`config.mk`:
```
export PLATFORM = sky130hd
export DESIGN_NAME = crc_framed_packet_receiver_flat
export DESIGN_NICKNAME = d
export VERILOG_FILES = /design/src/design/cfpr_pkg.sv /design/src/design/cfpr_if.sv /design/src/design/crc_framed_packet_receiver.sv /design/src/flat_wrapper.sv
export SDC_FILE = /design/constraint.sdc
export NUM_CORES = 1
export LEC_CHECK = 0
export ABC_AREA = 1
export BUFFER_PORTS_ARGS = -buffer_cell sky130_fd_sc_hd__buf_2
export CAP_MARGIN = 0
export CORE_ASPECT_RATIO = 1.4
export CORE_UTILIZATION = 46
export CTS_CLUSTER_SIZE = 28
export DETAILED_ROUTE_END_ITERATION = 10
export PLACE_DENSITY = 0.71
export SLEW_MARGIN = 5
export SYNTH_ARGS = -nofsm -noshare
export SYNTH_HDL_FRONTEND = slang
export SYNTH_SLANG_ARGS = --single-unit
```
`constraint.sdc`:
```
create_clock -name clk -period 5.21 [get_ports clk]
set_input_delay 1.563 -clock clk [delete_from_list [all_inputs] [get_ports clk]]
set_output_delay 1.563 -clock clk [all_outputs]
set_load 0.005 [all_outputs]
```
`src/design/cfpr_pkg.sv`:
```
// Package: shared types, codes and the CRC byte update for the framed packet receiver.
`default_nettype none
package cfpr_pkg;

  // Request codes on the input channel
  localparam logic [1:0] REQ_BYTE    = 2'd0;
  localparam logic [1:0] REQ_TIMEOUT = 2'd1;
  localparam logic [1:0] REQ_TICK    = 2'd2;

  // Event codes on the output channel
  localparam logic [1:0] EVT_START   = 2'd0;
  localparam logic [1:0] EVT_PAYLOAD = 2'd1;
  localparam logic [1:0] EVT_END     = 2'd2;

  // Configuration register indexes
  localparam logic REG_RETRY_WINDOW = 1'b0;

  localparam int unsigned ADDR_W = 3;

  localparam logic [15:0] CRC_INIT       = 16'hFFFF;
  localparam logic [15:0] CRC_POLY       = 16'h8408;
  localparam logic [15:0] TICK_MAX       = 16'hFFFF;
  localparam logic [15:0] RETRY_RESET    = 16'd500;
  localparam logic [6:0]  LEN_MASK       = 7'h7F;

  typedef enum logic [2:0] {
    PH_ADDR = 3'd0,
    PH_LEN  = 3'd1,
    PH_PAY  = 3'd2,
    PH_CLO  = 3'd3,
    PH_CHI  = 3'd4
  } phase_t;

  typedef struct packed {
    logic [1:0] event_kind;
    logic [7:0] frame_address;
    logic       toggle_bit;
    logic [6:0] payload_length;
    logic [6:0] payload_index;
    logic [7:0] payload_value;
    logic       crc_ok;
    logic       is_retry;
  } event_t;

  // Reflected CCITT update over one byte, bit by bit
  function automatic logic [15:0] crc_byte(input logic [15:0] crc, input logic [7:0] b);
    logic [15:0] c;
    c = crc ^ {8'h00, b};
    for (int i = 0; i < 8; i++) begin
      if (c[0]) begin
        c = (c >> 1) ^ CRC_POLY;
      end else begin
        c = c >> 1;
      end
    end
    return c;
  endfunction

endpackage
`default_nettype wire

```
`src/design/cfpr_if.sv`:
```
// Interfaces: request channel and event channel of the framed packet receiver.
`default_nettype none
interface cfpr_req_if;
  logic       valid;
  logic       ready;
  logic [1:0] req_type;
  logic [7:0] data_byte;

  modport source (output valid, output req_type, output data_byte, input ready);
  modport sink   (input valid, input req_type, input data_byte, output ready);
endinterface

interface cfpr_evt_if;
  logic       valid;
  logic       ready;
  logic [1:0] event_kind;
  logic [7:0] frame_address;
  logic       toggle_bit;
  logic [6:0] payload_length;
  logic [6:0] payload_index;
  logic [7:0] payload_value;
  logic       crc_ok;
  logic       is_retry;

  modport source (output valid, output event_kind, output frame_address, output toggle_bit,
                  output payload_length, output payload_index, output payload_value,
                  output crc_ok, output is_retry, input ready);
  modport sink   (input valid, input event_kind, input frame_address, input toggle_bit,
                  input payload_length, input payload_index, input payload_value,
                  input crc_ok, input is_retry, output ready);
endinterface
`default_nettype wire

```
`src/design/crc_framed_packet_receiver.sv`:
```
// Top level: framed packet receiver with CRC-16/X.25 check and retry detection.
//
//   channel  dir  handshake            carries
//   req      in   valid/ready          req_type, data_byte
//   evt      out  valid/ready          event_kind, address, length, payload, crc flags
//   apb      in   psel/penable/pready  retry window at byte address 0
//
// One request is taken per cycle while req.ready is high; the parser state and the
// byte-wide CRC update settle within that cycle, and any event lands in the output
// register, or in the skid entry on stall. A two-entry output (register plus skid)
// keeps req ready while one event waits; req.ready drops only while both output
// entries are full. rst is synchronous: parser returns to the address phase, CRC to
// 0xFFFF, retry window to 500.
`default_nettype none
module crc_framed_packet_receiver (
  input  wire logic                          clk,
  input  wire logic                          rst,
  cfpr_req_if.sink                           req,
  cfpr_evt_if.source                         evt,
  input  wire logic                          psel,
  input  wire logic                          penable,
  input  wire logic                          pwrite,
  input  wire logic [cfpr_pkg::ADDR_W-1:0]   paddr,
  input  wire logic [31:0]                   pwdata,
  output logic      [31:0]                   prdata,
  output logic                               pready
);
  import cfpr_pkg::*;

  // Configuration
  logic [15:0] retry_window;

  // Parser state
  phase_t      phase, phase_next;
  logic [7:0]  held_address, held_address_next;
  logic [6:0]  held_length, held_length_next;
  logic [6:0]  byte_position, byte_position_next;
  logic [15:0] running_crc, running_crc_next;
  logic [7:0]  received_crc_low, received_crc_low_next;
  logic [15:0] last_valid_crc, last_valid_crc_next;
  logic [15:0] ticks_since_valid, ticks_since_valid_next;

  // Output register and skid entry
  event_t      obuf, skid, res;
  logic        obuf_valid, skid_valid;
  logic        has_res;

  logic        req_fire;
  logic        out_free;
  logic [15:0] crc_upd;
  logic [15:0] rcv_crc;
  logic [6:0]  pos_inc;

  // APB register access
  assign pready = 1'b1;
  assign prdata = (paddr[ADDR_W-1] == REG_RETRY_WINDOW) ? {16'h0000, retry_window} : 32'h0;

  always_ff @(posedge clk) begin
    if (rst) begin
      retry_window <= RETRY_RESET;
    end else if (psel && penable && pwrite && pready &&
                 paddr[ADDR_W-1] == REG_RETRY_WINDOW) begin
      retry_window <= pwdata[15:0];
    end
  end

  assign req.ready = !skid_valid;
  assign req_fire  = req.valid && req.ready;
  assign crc_upd   = crc_byte(running_crc, req.data_byte);
  assign rcv_crc   = {req.data_byte, received_crc_low};
  assign pos_inc   = byte_position + 7'd1;

  // Parse one request and form its event
  always_comb begin
    phase_next             = phase;
    held_address_next      = held_address;
    held_length_next       = held_length;
    byte_position_next     = byte_position;
    running_crc_next       = running_crc;
    received_crc_low_next  = received_crc_low;
    last_valid_crc_next    = last_valid_crc;
    ticks_since_valid_next = ticks_since_valid;
    has_res                = 1'b0;
    res                    = '0;
    if (req_fire) begin
      unique case (req.req_type)
        REQ_TIMEOUT: begin
          phase_next       = PH_ADDR;
          running_crc_next = CRC_INIT;
        end
        REQ_TICK: begin
          if (ticks_since_valid != TICK_MAX) begin
            ticks_since_valid_next = ticks_since_valid + 16'd1;
          end
        end
        REQ_BYTE: begin
          unique case (phase)
            PH_ADDR: begin
              running_crc_next  = crc_upd;
              held_address_next = req.data_byte;
              phase_next        = PH_LEN;
            end
            PH_LEN: begin
              held_length_next   = req.data_byte[6:0] & LEN_MASK;
              has_res            = 1'b1;
              res.event_kind     = EVT_START;
              res.frame_address  = held_address;
              res.toggle_bit     = req.data_byte[7];
              res.payload_length = req.data_byte[6:0];
              if (req.data_byte[6:0] != 7'd0) begin
                running_crc_next   = crc_upd;
                byte_position_next = 7'd0;
                phase_next         = PH_PAY;
              end else begin
                running_crc_next = crc_upd ^ CRC_INIT;
                phase_next       = PH_CLO;
              end
            end
            PH_PAY: begin
              has_res            = 1'b1;
              res.event_kind     = EVT_PAYLOAD;
              res.payload_index  = byte_position;
              res.payload_value  = req.data_byte;
              byte_position_next = pos_inc;
              if (pos_inc == held_length) begin
                running_crc_next = crc_upd ^ CRC_INIT;
                phase_next       = PH_CLO;
              end else begin
                running_crc_next = crc_upd;
              end
            end
            PH_CLO: begin
              received_crc_low_next = req.data_byte;
              phase_next            = PH_CHI;
            end
            PH_CHI: begin
              has_res        = 1'b1;
              res.event_kind = EVT_END;
              res.crc_ok     = (rcv_crc == running_crc);
              res.is_retry   = (rcv_crc == last_valid_crc) &&
                               (ticks_since_valid <= retry_window);
              if (rcv_crc == running_crc) begin
                last_valid_crc_next    = rcv_crc;
                ticks_since_valid_next = 16'd0;
              end
              phase_next       = PH_ADDR;
              running_crc_next = CRC_INIT;
            end
            default: begin
              phase_next       = PH_ADDR;
              running_crc_next = CRC_INIT;
            end
          endcase
        end
        default: begin
          phase_next = phase;
        end
      endcase
    end
  end

  // Hold parser state
  always_ff @(posedge clk) begin
    if (rst) begin
      phase             <= PH_ADDR;
      held_address      <= 8'd0;
      held_length       <= 7'd0;
      byte_position     <= 7'd0;
      running_crc       <= CRC_INIT;
      received_crc_low  <= 8'd0;
      last_valid_crc    <= 16'd0;
      ticks_since_valid <= 16'd0;
    end else begin
      phase             <= phase_next;
      held_address      <= held_address_next;
      held_length       <= held_length_next;
      byte_position     <= byte_position_next;
      running_crc       <= running_crc_next;
      received_crc_low  <= received_crc_low_next;
      last_valid_crc    <= last_valid_crc_next;
      ticks_since_valid <= ticks_since_valid_next;
    end
  end

  // Advance the output register, park a new event in the skid entry on stall
  assign out_free = !obuf_valid || evt.ready;

  always_ff @(posedge clk) begin
    if (rst) begin
      obuf_valid <= 1'b0;
      skid_valid <= 1'b0;
    end else if (out_free) begin
      if (skid_valid) begin
        obuf_valid <= 1'b1;
        skid_valid <= 1'b0;
      end else begin
        obuf_valid <= has_res;
      end
    end else if (has_res) begin
      skid_valid <= 1'b1;
    end
  end

  always_ff @(posedge clk) begin
    if (out_free) begin
      obuf <= skid_valid ? skid : res;
    end else if (has_res) begin
      skid <= res;
    end
  end

  assign evt.valid          = obuf_valid;
  assign evt.event_kind     = obuf.event_kind;
  assign evt.frame_address  = obuf.frame_address;
  assign evt.toggle_bit     = obuf.toggle_bit;
  assign evt.payload_length = obuf.payload_length;
  assign evt.payload_index  = obuf.payload_index;
  assign evt.payload_value  = obuf.payload_value;
  assign evt.crc_ok         = obuf.crc_ok;
  assign evt.is_retry       = obuf.is_retry;

  // Skid entry only fills behind a full output register
  assert property (@(posedge clk) disable iff (rst) skid_valid |-> obuf_valid)
    else $error("skid entry valid while output register empty");

  // Payload position stays below the frame length
  assert property (@(posedge clk) disable iff (rst)
    (phase == PH_PAY) |-> (byte_position < held_length) && (held_length != 7'd0))
    else $error("payload position outside frame");

  // A timeout restarts the parser
  assert property (@(posedge clk) disable iff (rst)
    (req_fire && req.req_type == REQ_TIMEOUT) |=>
      (phase == PH_ADDR) && (running_crc == CRC_INIT))
    else $error("timeout did not restart parser");

  // Tick counter only rises, saturates, or clears on a good frame
  assert property (@(posedge clk) disable iff (rst)
    !$past(rst) |-> (ticks_since_valid >= $past(ticks_since_valid)) ||
                    (ticks_since_valid == 16'd0))
    else $error("tick counter moved backwards");

endmodule
`default_nettype wire
```
`src/flat_wrapper.sv`:
```
// flat-port wrapper written by rule: the top's interface ports become plain ports
module crc_framed_packet_receiver_flat import cfpr_pkg::*;
  (clk, rst, psel, penable, pwrite, paddr, pwdata, prdata, pready, req_valid, req_req_type, req_data_byte, req_ready, evt_valid, evt_event_kind, evt_frame_address, evt_toggle_bit, evt_payload_length, evt_payload_index, evt_payload_value, evt_crc_ok, evt_is_retry, evt_ready);
  cfpr_req_if req_i ();
  cfpr_evt_if evt_i ();
  input  wire logic clk;
  input  wire logic rst;
  input  wire logic psel;
  input  wire logic penable;
  input  wire logic pwrite;
  input  wire logic [cfpr_pkg::ADDR_W-1:0] paddr;
  input  wire logic [31:0] pwdata;
  output logic      [31:0] prdata;
  output logic pready;
  input wire logic [$bits(req_i.valid)-1:0] req_valid;
  input wire logic [$bits(req_i.req_type)-1:0] req_req_type;
  input wire logic [$bits(req_i.data_byte)-1:0] req_data_byte;
  output wire logic [$bits(req_i.ready)-1:0] req_ready;
  output wire logic [$bits(evt_i.valid)-1:0] evt_valid;
  output wire logic [$bits(evt_i.event_kind)-1:0] evt_event_kind;
  output wire logic [$bits(evt_i.frame_address)-1:0] evt_frame_address;
  output wire logic [$bits(evt_i.toggle_bit)-1:0] evt_toggle_bit;
  output wire logic [$bits(evt_i.payload_length)-1:0] evt_payload_length;
  output wire logic [$bits(evt_i.payload_index)-1:0] evt_payload_index;
  output wire logic [$bits(evt_i.payload_value)-1:0] evt_payload_value;
  output wire logic [$bits(evt_i.crc_ok)-1:0] evt_crc_ok;
  output wire logic [$bits(evt_i.is_retry)-1:0] evt_is_retry;
  input wire logic [$bits(evt_i.ready)-1:0] evt_ready;
  assign req_i.valid = req_valid;
  assign req_i.req_type = req_req_type;
  assign req_i.data_byte = req_data_byte;
  assign req_ready = req_i.ready;
  assign evt_valid = evt_i.valid;
  assign evt_event_kind = evt_i.event_kind;
  assign evt_frame_address = evt_i.frame_address;
  assign evt_toggle_bit = evt_i.toggle_bit;
  assign evt_payload_length = evt_i.payload_length;
  assign evt_payload_index = evt_i.payload_index;
  assign evt_payload_value = evt_i.payload_value;
  assign evt_crc_ok = evt_i.crc_ok;
  assign evt_is_retry = evt_i.is_retry;
  assign evt_i.ready = evt_ready;
  crc_framed_packet_receiver u_core (.clk(clk), .rst(rst), .req(req_i), .evt(evt_i), .psel(psel), .penable(penable), .pwrite(pwrite), .paddr(paddr), .pwdata(pwdata), .prdata(prdata), .pready(pready));
endmodule
```
==> impl_metrics.yaml, run 1 <==
global_route:
  gr-usage-all-layers_pct: 20.7
  grt_start_max_net_pins: 53
  overflow: 0
  grt_pass1_vias: 6484
  grt_first_pass_wirelength_um: 31600
  antenna_found_initial: 0
floorplanning:
  die_y_um: 164
  ioPinCount: 122
  placementRows: 58
  fp.dieW_um: 118
  die_area_um2: 19300
  initial_core_util_pct: 47.5
  core-area_um2: 18100
detailed_routing:
  drcViolationCount: 0
  drt_iter0_markers: 552
  vias: 7033
  viasPerCell: 5.07
  drtAntennaViolNets: 0
  firstDrtPassIters: 6
  avgRoutedWirePerCell_um: 13.9
  wirelength_um: 19300
worst_setup_path:
  cp.depth: 3
  cp_max_fo: 17
  path_delay_family: "buffers and inverters"
  crit_path_max_incr_delay_ps: 260
  arrival_ps: 2050
  crit_type: "primary input to output pin"
  crit_path_end_kind: "output pin"
  cp_slowest_cell: "buf_2"
  crit_chain: "buf_2 -> nor2_1 -> buf_2"
  cp_common_cell: "buf_2"
  path_buf_inv: 2
  start_kind: "primary input"
  reg2regPathDepth: 11
  worstPathRequired_ps: 3650
timing:
  slew-limit-headroom_pct: 41.1
  finalCriticalPeriod_ps: 3610
  rsz0062_at_grt: "false"
  fmax_ghz: 0.277
  tightest_slew_ps: 881
  drv_slew: 0
  timing.hold.ws_ps: 479
  finalSetupViolations: 0
  finalCritPeriodShare_pct: 69.3
  skew_ps: 8.01
  tns_ps: 0
  finalHoldViolCount: 0
power_and_ir_drop:
  vdd_ir_drop_max_mv: 0.208
  power.leakage_nw: 4.10
  powerDensity_nw_per_um2: 297
place:
  globalplace.congestion: 0.888
  numPortBuffers: 86
  hpwlAfterDp_um: 13700
final_layout:
  diodes: 0
  fill_cells: 1723
  final_cell_mix: "nand2_1, nor2_1, inv_1, dfxtp_1, buf_2"
  layout_commonest_cell: "nand2_1"
  layout-drive-gt1-share_pct: 15.2
  fin_nets: 1205
  area_delta_synth_final_pct: 12.6
logic_synthesis:
  synth_edf_count: 70
  synth.ff_latch_count: 169
  ys.flop_type: "dfxtp_1"
  yosys_warnings: 0
  syn_area_um2: 8620
  yosysUniqueCellTypes: 48
  seq_area_frac_synth_pct: 47.4
  syn_area_per_cell_um2: 8.06
  synth_top_cell_area_share_pct: 24.4
  yosysTopAreaCell: "edfxtp_1"
  async_flop_share_pct: 0
  netlist_top_cells_area: "edfxtp_1, dfxtp_1, nand2_1"
  postSynthCellCount: 1069
clock_network:
  numCtsBuffers: 17
  htree_levels: 4
  ctsRootBufferMaster: "clkbuf_16"
  cts_sinks: 169
  tritoncts: "done"
  cts_setup_buffers: 0
  clkTransAtPathRegs_ps: 60
  ctsResizeCount: 0
  clock_path_buffers: 2
  hold_buffers: 0
  clock_latency_ps: 430
flow_run:
  cap_viol_max_count: 0
status:
  status: "completed"
min_path:
  hold_path_depth: 2
  hold_class: "flop to flop"
[path summary, 6_finish.rpt]
kind	from	to	slack [ps]
max reg2reg	u_core.skid_valid	u_core.skid[21]	2620
min reg2reg	u_core.held_length[3]	u_core.held_length[3]	480
max	paddr[2]	prdata[0]	1600
min	u_core.held_length[3]	u_core.held_length[3]	480
[power by group]
| part | switching (W) | leakage (nW) | internal (W) |
|---|---|---|---|
| Combinational | 0.000143 | 2.33 | 0.0000759 |
| Sequential | 0.0000147 | 1.49 | 0.00138 |
| Clock | 0.000550 | 0.282 | 0.000719 |
[metrics by stage]
| stage | cells | utilization, % | total power, W | setup WS [ps] | cell area [µm²] |
|---|---|---|---|---|---|
| 2_1_floorplan | 1084 | - | 0.00160 | 985 | 8670 |
| 3_3_place_gp | 1356 | 50.2 | 0.00164 | 1300 | 9110 |
| 3_5_place_dp | 1356 | 50.2 | 0.00165 | 1280 | 9110 |
| 4_1_cts | 1388 | 53.5 | 0.00290 | 1590 | 9710 |
| 5_1_grt | 1388 | 53.5 | 0.00299 | 1520 | 9710 |
| 6_report | 1388 | 53.5 | 0.00289 | 1600 | 9710 |
[synth_stat cells, types with 2 or more instances]
master,number
a211oi_1,2
a211oi_2,5
a21oi_1,85
a221oi_1,2
a31oi_1,5
buf_2,8
buf_4,17
buf_6,6
clkbuf_1,30
conb_1,2
dfxtp_1,99
edfxtp_1,70
ha_1,18
inv_1,105
inv_2,12
nand2_1,226
nand2_2,8
nand2_4,2
nand3_1,56
nand3b_1,2
nand4_1,8
nor2_1,119
nor2_2,4
nor2_4,4
nor3_1,9
nor3_2,3
nor3b_1,2
nor4_1,5
o211ai_1,6
o21a_1,2
o21ai_0,74
o21ai_1,5
o21ai_2,2
o22ai_1,3
or2_2,4
xnor2_1,20
xor2_1,28
[per-layer routing]
layer,vias to the layer above,global-route usage [%],wire (µm)
met5,-,0,0
met4,0,9.67,516
met3,37,2.99,727
met2,184,35.3,9330
li1,3605,-,-
met1,3207,25.8,8710
[sequential cells by signal, summed over array words and instances, names as in the netlist, 3 cells and up]
| signal | count |
|---|---|
| u_core.evt.payload_index | 7 |
| u_core.held_address | 8 |
| u_core.byte_position | 7 |
| u_core.received_crc_low | 8 |
| u_core.running_crc | 16 |
| u_core.phase | 3 |
| u_core.last_valid_crc | 16 |
| u_core.retry_window | 16 |
| u_core.evt.payload_length | 7 |
| u_core.evt.frame_address | 8 |
| u_core.evt.payload_value | 8 |
| u_core.ticks_since_valid | 16 |
| u_core.held_length | 7 |
| u_core.skid | 35 |
[cell type report]
cell class,instances,area (µm²),share of cell area (%)
well taps,240,300,3.09
repair buffers,94,490,5.05
clock inverters,14,163,1.68
multi-input cells,736,3800,39.2
clock buffers,18,429,4.42
flip-flops and latches,169,4080,42.1
inverters,117,439,4.52
[logic make-up (layout without fill, tap and decap cells)]
| logic type | after synthesis | count (layout) | share of synthesized area [%] |
|---|---|---|---|
| simple gates | 456 | 456 | 23.0 |
| buf+inv | 179 | 243 | 9.19 |
| other cells | 2 | 17 | 0.0872 |
| compound gates | 196 | 196 | 12.7 |
| flops | 169 | 169 | 47.4 |
| fa+ha+maj | 18 | 18 | 2.61 |
| xor+xnor | 49 | 49 | 5.07 |
[tightest hold or removal path, delay by kind of cell, from the launching register on]
family / cells / cell delay [ps]
compound gates: 1 / 60
flops: 1 / 320
simple gates: 1 / 60
No activity file was read; power rests on OpenSTA's default activity.
==> inputs of run 2 (changes only) <==
clock period = 3.8 ns   (was 5.21 ns; I/O delays follow)
==> run 2 against run 1 <==
Cell count is 0.22% higher. Design area rose by 0.17%. Register-to-register slack lost 1200 ps. Sequential cell count did not move. Critical path type is now primary input to flop. Critical endpoint is now u_core.running_crc[11].
==> impl_metrics.yaml, run 2 (synthesis results as in run 1) <==
timing:
  tightest_slew_ps: 1190
  timing.hold.ws_ps: 481
  finalSetupViolations: 0
  tns_ps: 0
  slew-limit-headroom_pct: 20.4
  skew_ps: 9.00
  finalCritPeriodShare_pct: 78.7
  finalHoldViolCount: 0
  drv_slew: 0
  fmax_ghz: 0.334
  finalCriticalPeriod_ps: 2990
  rsz0062_at_grt: "false"
global_route:
  grt_first_pass_wirelength_um: 32600
  grt_pass1_vias: 6754
  overflow: 0
  gr-usage-all-layers_pct: 21.4
  antenna_found_initial: 0
  grt_start_max_net_pins: 53
floorplanning:
  initial_core_util_pct: 47.5
  placementRows: 58
  die_y_um: 164
  die_area_um2: 19300
  core-area_um2: 18100
  fp.dieW_um: 118
  ioPinCount: 122
clock_network:
  ctsResizeCount: 0
  hold_buffers: 0
  cts_setup_buffers: 0
  numCtsBuffers: 17
  clkTransAtPathRegs_ps: 70
  clock_latency_ps: 430
  ctsRootBufferMaster: "clkbuf_16"
  tritoncts: "done"
  clock_path_buffers: 2
  cts_sinks: 169
  htree_levels: 4
power_and_ir_drop:
  p_comb_share_pct: 7.7
  power.leakage_nw: 4.11
  clkPwrFrac_pct: 43.5
  powerDensity_nw_per_um2: 405
  p_int_w: 0.00294
  switching_power_w: 0.000997
  finalPower_w: 0.00393
  vdd_ir_drop_max_mv: 0.210
  seqPwrFrac_pct: 48.8
  switching_share_pct: 25.4
detailed_routing:
  drt_iter0_markers: 603
  firstDrtPassIters: 5
  drcViolationCount: 0
  viasPerCell: 5.13
  vias: 7139
  drtAntennaViolNets: 0
  wirelength_um: 19700
  avgRoutedWirePerCell_um: 14.2
place:
  dp.cells: 1359
  numPortBuffers: 86
  hpwlAfterDp_um: 14000
  globalplace.congestion: 0.865
worst_setup_path:
  cp-startpoint: "req_req_type[1]"
  path_buf_inv: 3
  crit_chain: "buf_2 -> nor2_4 -> buf_4 -> nand2_1 -> nor3_2 -> nor3_2 -> inv_2 -> a21oi_1 -> nand2_1"
  cp_max_fo: 17
  arrival_ps: 3320
  crit_type: "primary input to flop"
  worstPathRequired_ps: 4130
  rr_startpoint: "u_core.phase[2]"
  crit_path_end_kind: "flop"
  cp_slowest_cell: "nor3_2"
  crit_path_max_incr_delay_ps: 890
  path_delay_family: "simple AND/OR/NAND/NOR gates"
  start_kind: "primary input"
final_layout:
  largest_register: "u_core.skid"
  area_delta_synth_final_pct: 12.8
  fill_cells: 1681
  regArea_um2: 4080
  layout-drive-gt1-share_pct: 15.5
  largest_reg_flops: 35
  final_cell_mix: "nand2_1, nor2_1, inv_1, dfxtp_1, buf_2"
  layout_commonest_cell: "nand2_1"
  layout.cells.non_filler: 1391
  multiInputGateArea_um2: 3800
  diodes: 0
  fin_nets: 1208
status:
  status: "completed"
flow_run:
  cap_viol_max_count: 0
min_path:
  hold_class: "flop to flop"
  hp-start: "u_core.held_length[2]"
run 2: power by group through the flow:
stage / registers, W / clock network (W) / logic, W
2_1_floorplan: 0.00195 / 0 / 0.000234
3_3_place_gp: 0.00196 / 0 / 0.000293
3_5_place_dp: 0.00196 / 0 / 0.000300
4_1_cts: 0.00192 / 0.00174 / 0.000303
5_1_grt: 0.00192 / 0.00182 / 0.000345
6_report: 0.00192 / 0.00171 / 0.000303
run 2: path summary, 6_finish.rpt:
kind	end	slack (ps)	cells after the start
max	u_core.running_crc[11]	810	9
min	u_core.held_length[2]	480	2
max reg2reg	u_core.running_crc[11]	1390	7
min reg2reg	u_core.held_length[2]	480	2
run 2: final cells by class:
class	instances	share of cell area [%]
clock buffers	18	4.41
clock inverters	14	1.61
inverters	117	4.52
multi-input cells	736	39.1
flip-flops and latches	169	42.0
well taps	240	3.09
repair buffers	97	5.28
run 2: per-stage QoR:
step | cell area (µm²) | setup slack [ps] | util (%)
5_1_grt | 9720 | 629 | 53.6
3_5_place_dp | 9140 | 333 | 50.4
4_1_cts | 9720 | 785 | 53.6
6_report | 9720 | 808 | 53.6
2_1_floorplan | 8680 | 578 | -
3_3_place_gp | 9140 | 392 | 50.4
run 2: layer usage:
| layer | part of all wire [%] | GRT usage, % |
|---|---|---|
| met2 | 49 | 37.1 |
| met4 | 2.5 | 9.62 |
| met3 | 4.2 | 3.82 |
| met1 | 45 | 25.9 |
| met5 | 0 | 0 |
run 2: worst reg2reg max path, cell delays in order (launching register included):
cell     delay, ps
dfxtp_1        450
inv_1           90
nand2_1        120
nor3_2          70
nor3_2         890
inv_2          380
a21oi_1        240
nand2_1         60
==> inputs of run 3 (changes only) <==
clock period = 2.9 ns   (was 3.8 ns; I/O delays follow)
==> run 3 against run 2 <==
Cell count up 0.58%. Sequential power is 31% higher. Setup slack got worse by 450 ps. Worst hold slack worse by 3.7 ps. Critical endpoint is now u_core.running_crc[14].
==> impl_metrics.yaml, run 3 (synthesis results as in run 1) <==
status:
  status: "completed"
final_layout:
  largest_register: "u_core.skid"
  largest_reg_flops: 35
  fill_cells: 1682
  layout-drive-gt1-share_pct: 15.9
  final_cell_area_um2: 9800
  area_delta_synth_final_pct: 13.8
  fin_nets: 1216
  final_cell_mix: "nand2_1, nor2_1, inv_1, dfxtp_1, buf_2"
  layout_commonest_cell: "nand2_1"
  diodes: 0
floorplanning:
  fp.dieW_um: 118
  ioPinCount: 122
  core-area_um2: 18100
  die_area_um2: 19300
  initial_core_util_pct: 47.5
  die_y_um: 164
  placementRows: 58
worst_setup_path:
  path_buf_inv: 2
  worstPathRequired_ps: 3220
  cp_slowest_cell: "nor3_2"
  crit_type: "primary input to flop"
  cp_max_fo: 17
  arrival_ps: 2860
  crit_path_max_incr_delay_ps: 870
  path_delay_family: "simple AND/OR/NAND/NOR gates"
  crit_chain: "buf_2 -> nor2_4 -> nand2_1 -> nor3_2 -> nor3_2 -> inv_2 -> a21oi_1 -> nand2_1"
  crit_path_end_kind: "flop"
  start_kind: "primary input"
global_route:
  gr-usage-all-layers_pct: 21.1
  antenna_found_initial: 0
  overflow: 0
  grt_start_max_net_pins: 53
  grt_pass1_vias: 6652
  grt_first_pass_wirelength_um: 32300
clock_network:
  cts_setup_buffers: 0
  htree_levels: 4
  hold_buffers: 0
  clock_path_buffers: 2
  numCtsBuffers: 17
  tritoncts: "done"
  ctsResizeCount: 0
  ctsRootBufferMaster: "clkbuf_16"
  clkTransAtPathRegs_ps: 60
  clock_latency_ps: 430
  cts_sinks: 169
detailed_routing:
  drcViolationCount: 0
  top_layer_used: "met4"
  drt_iter0_markers: 535
  drtAntennaViolNets: 0
  viasPerCell: 5.11
  drt-met1-wl_um: 8730
  avgRoutedWirePerCell_um: 14.0
  wl_met3_um: 900
  vias: 7148
  met2_wirelength_um: 9610
  firstDrtPassIters: 5
  wirelength_um: 19600
power_and_ir_drop:
  finalPower_w: 0.00516
  vdd_ir_drop_max_mv: 0.336
  power.leakage_nw: 4.15
  powerDensity_nw_per_um2: 526
flow_run:
  cap_viol_max_count: 0
timing:
  finalCriticalPeriod_ps: 2540
  rsz0062_at_grt: "false"
  fmax_ghz: 0.393
  finalHoldViolCount: 0
  finalCritPeriodShare_pct: 87.7
  tightest_slew_ps: 1160
  finalSetupViolations: 0
  drv_slew: 0
  skew_ps: 8.40
  setup_slack_ps: 356
  slew-limit-headroom_pct: 22.4
place:
  numPortBuffers: 86
  pre_cts_slack_ps: -28.0
  hpwlAfterDp_um: 14000
  globalplace.congestion: 0.894
  place_area_um2: 9230
min_path:
  hold_class: "flop to flop"
-- run 3: cell types whose count changed in the layout (fill, tap and decap cells not counted), moves of 2 or more --
| cell | change |
|---|---|
| buf_4 | +6 |
| inv_6 | -3 |
| buf_12 | +2 |
| clkinv_4 | +2 |
| inv_8 | -2 |
-- run 3: path summary, 6_finish.rpt --
| path | from | to | slack (ps) | cells after the start |
|---|---|---|---|---|
| hold / removal | u_core.held_length[2] | u_core.held_length[2] | 480 | 2 |
| setup / recovery | req_req_type[1] | u_core.running_crc[14] | 360 | 8 |
| setup reg to reg | u_core.phase[2] | u_core.running_crc[14] | 480 | 7 |
| hold reg to reg | u_core.held_length[2] | u_core.held_length[2] | 480 | 2 |
-- run 3: power breakdown --
group | internal (W) | total, W | switching (W)
Combinational | 0.000148 | 0.000411 | 0.000263
Clock | 0.00128 | 0.00223 | 0.000951
Sequential | 0.00249 | 0.00252 | 0.0000281
-- run 3: final cells by class --
| type | count | area [µm²] | share of cell area [%] |
|---|---|---|---|
| timing repair buffer | 105 | 598 | 6.10 |
| inverter | 117 | 439 | 4.48 |
| clock inverter | 13 | 145 | 1.48 |
| sequential | 169 | 4080 | 41.7 |
| multi-input combinational | 736 | 3800 | 38.8 |
| clock buffer | 19 | 433 | 4.42 |
| tap | 240 | 300 | 3.06 |
-- run 3: per-stage QoR --
| stage | utilization, % | setup TNS, ps | hold WS [ps] | instances |
|---|---|---|---|---|
| floorplan | - | 0 | 448 | 1084 |
| global placement | 50.9 | 0 | 460 | 1367 |
| detailed placement | 50.9 | -103 | 465 | 1367 |
| CTS | 54.0 | 0 | 475 | 1399 |
| global route | 54.0 | 0 | 500 | 1399 |
| finish | 54.0 | 0 | 477 | 1399 |
-- run 3: tightest hold or removal path, cell delays in order, from the launching register on --
cell,delay (ps)
dfxtp_1,320
nand2_1,60
a21oi_1,50
-- run 3: layer usage --
layer / track usage, % / vias up
li1: - / 3620
met1: 26.5 / 3307
met2: 36.0 / 190
met3: 3.51 / 31
met4: 8.51 / 0
met5: 0 / -
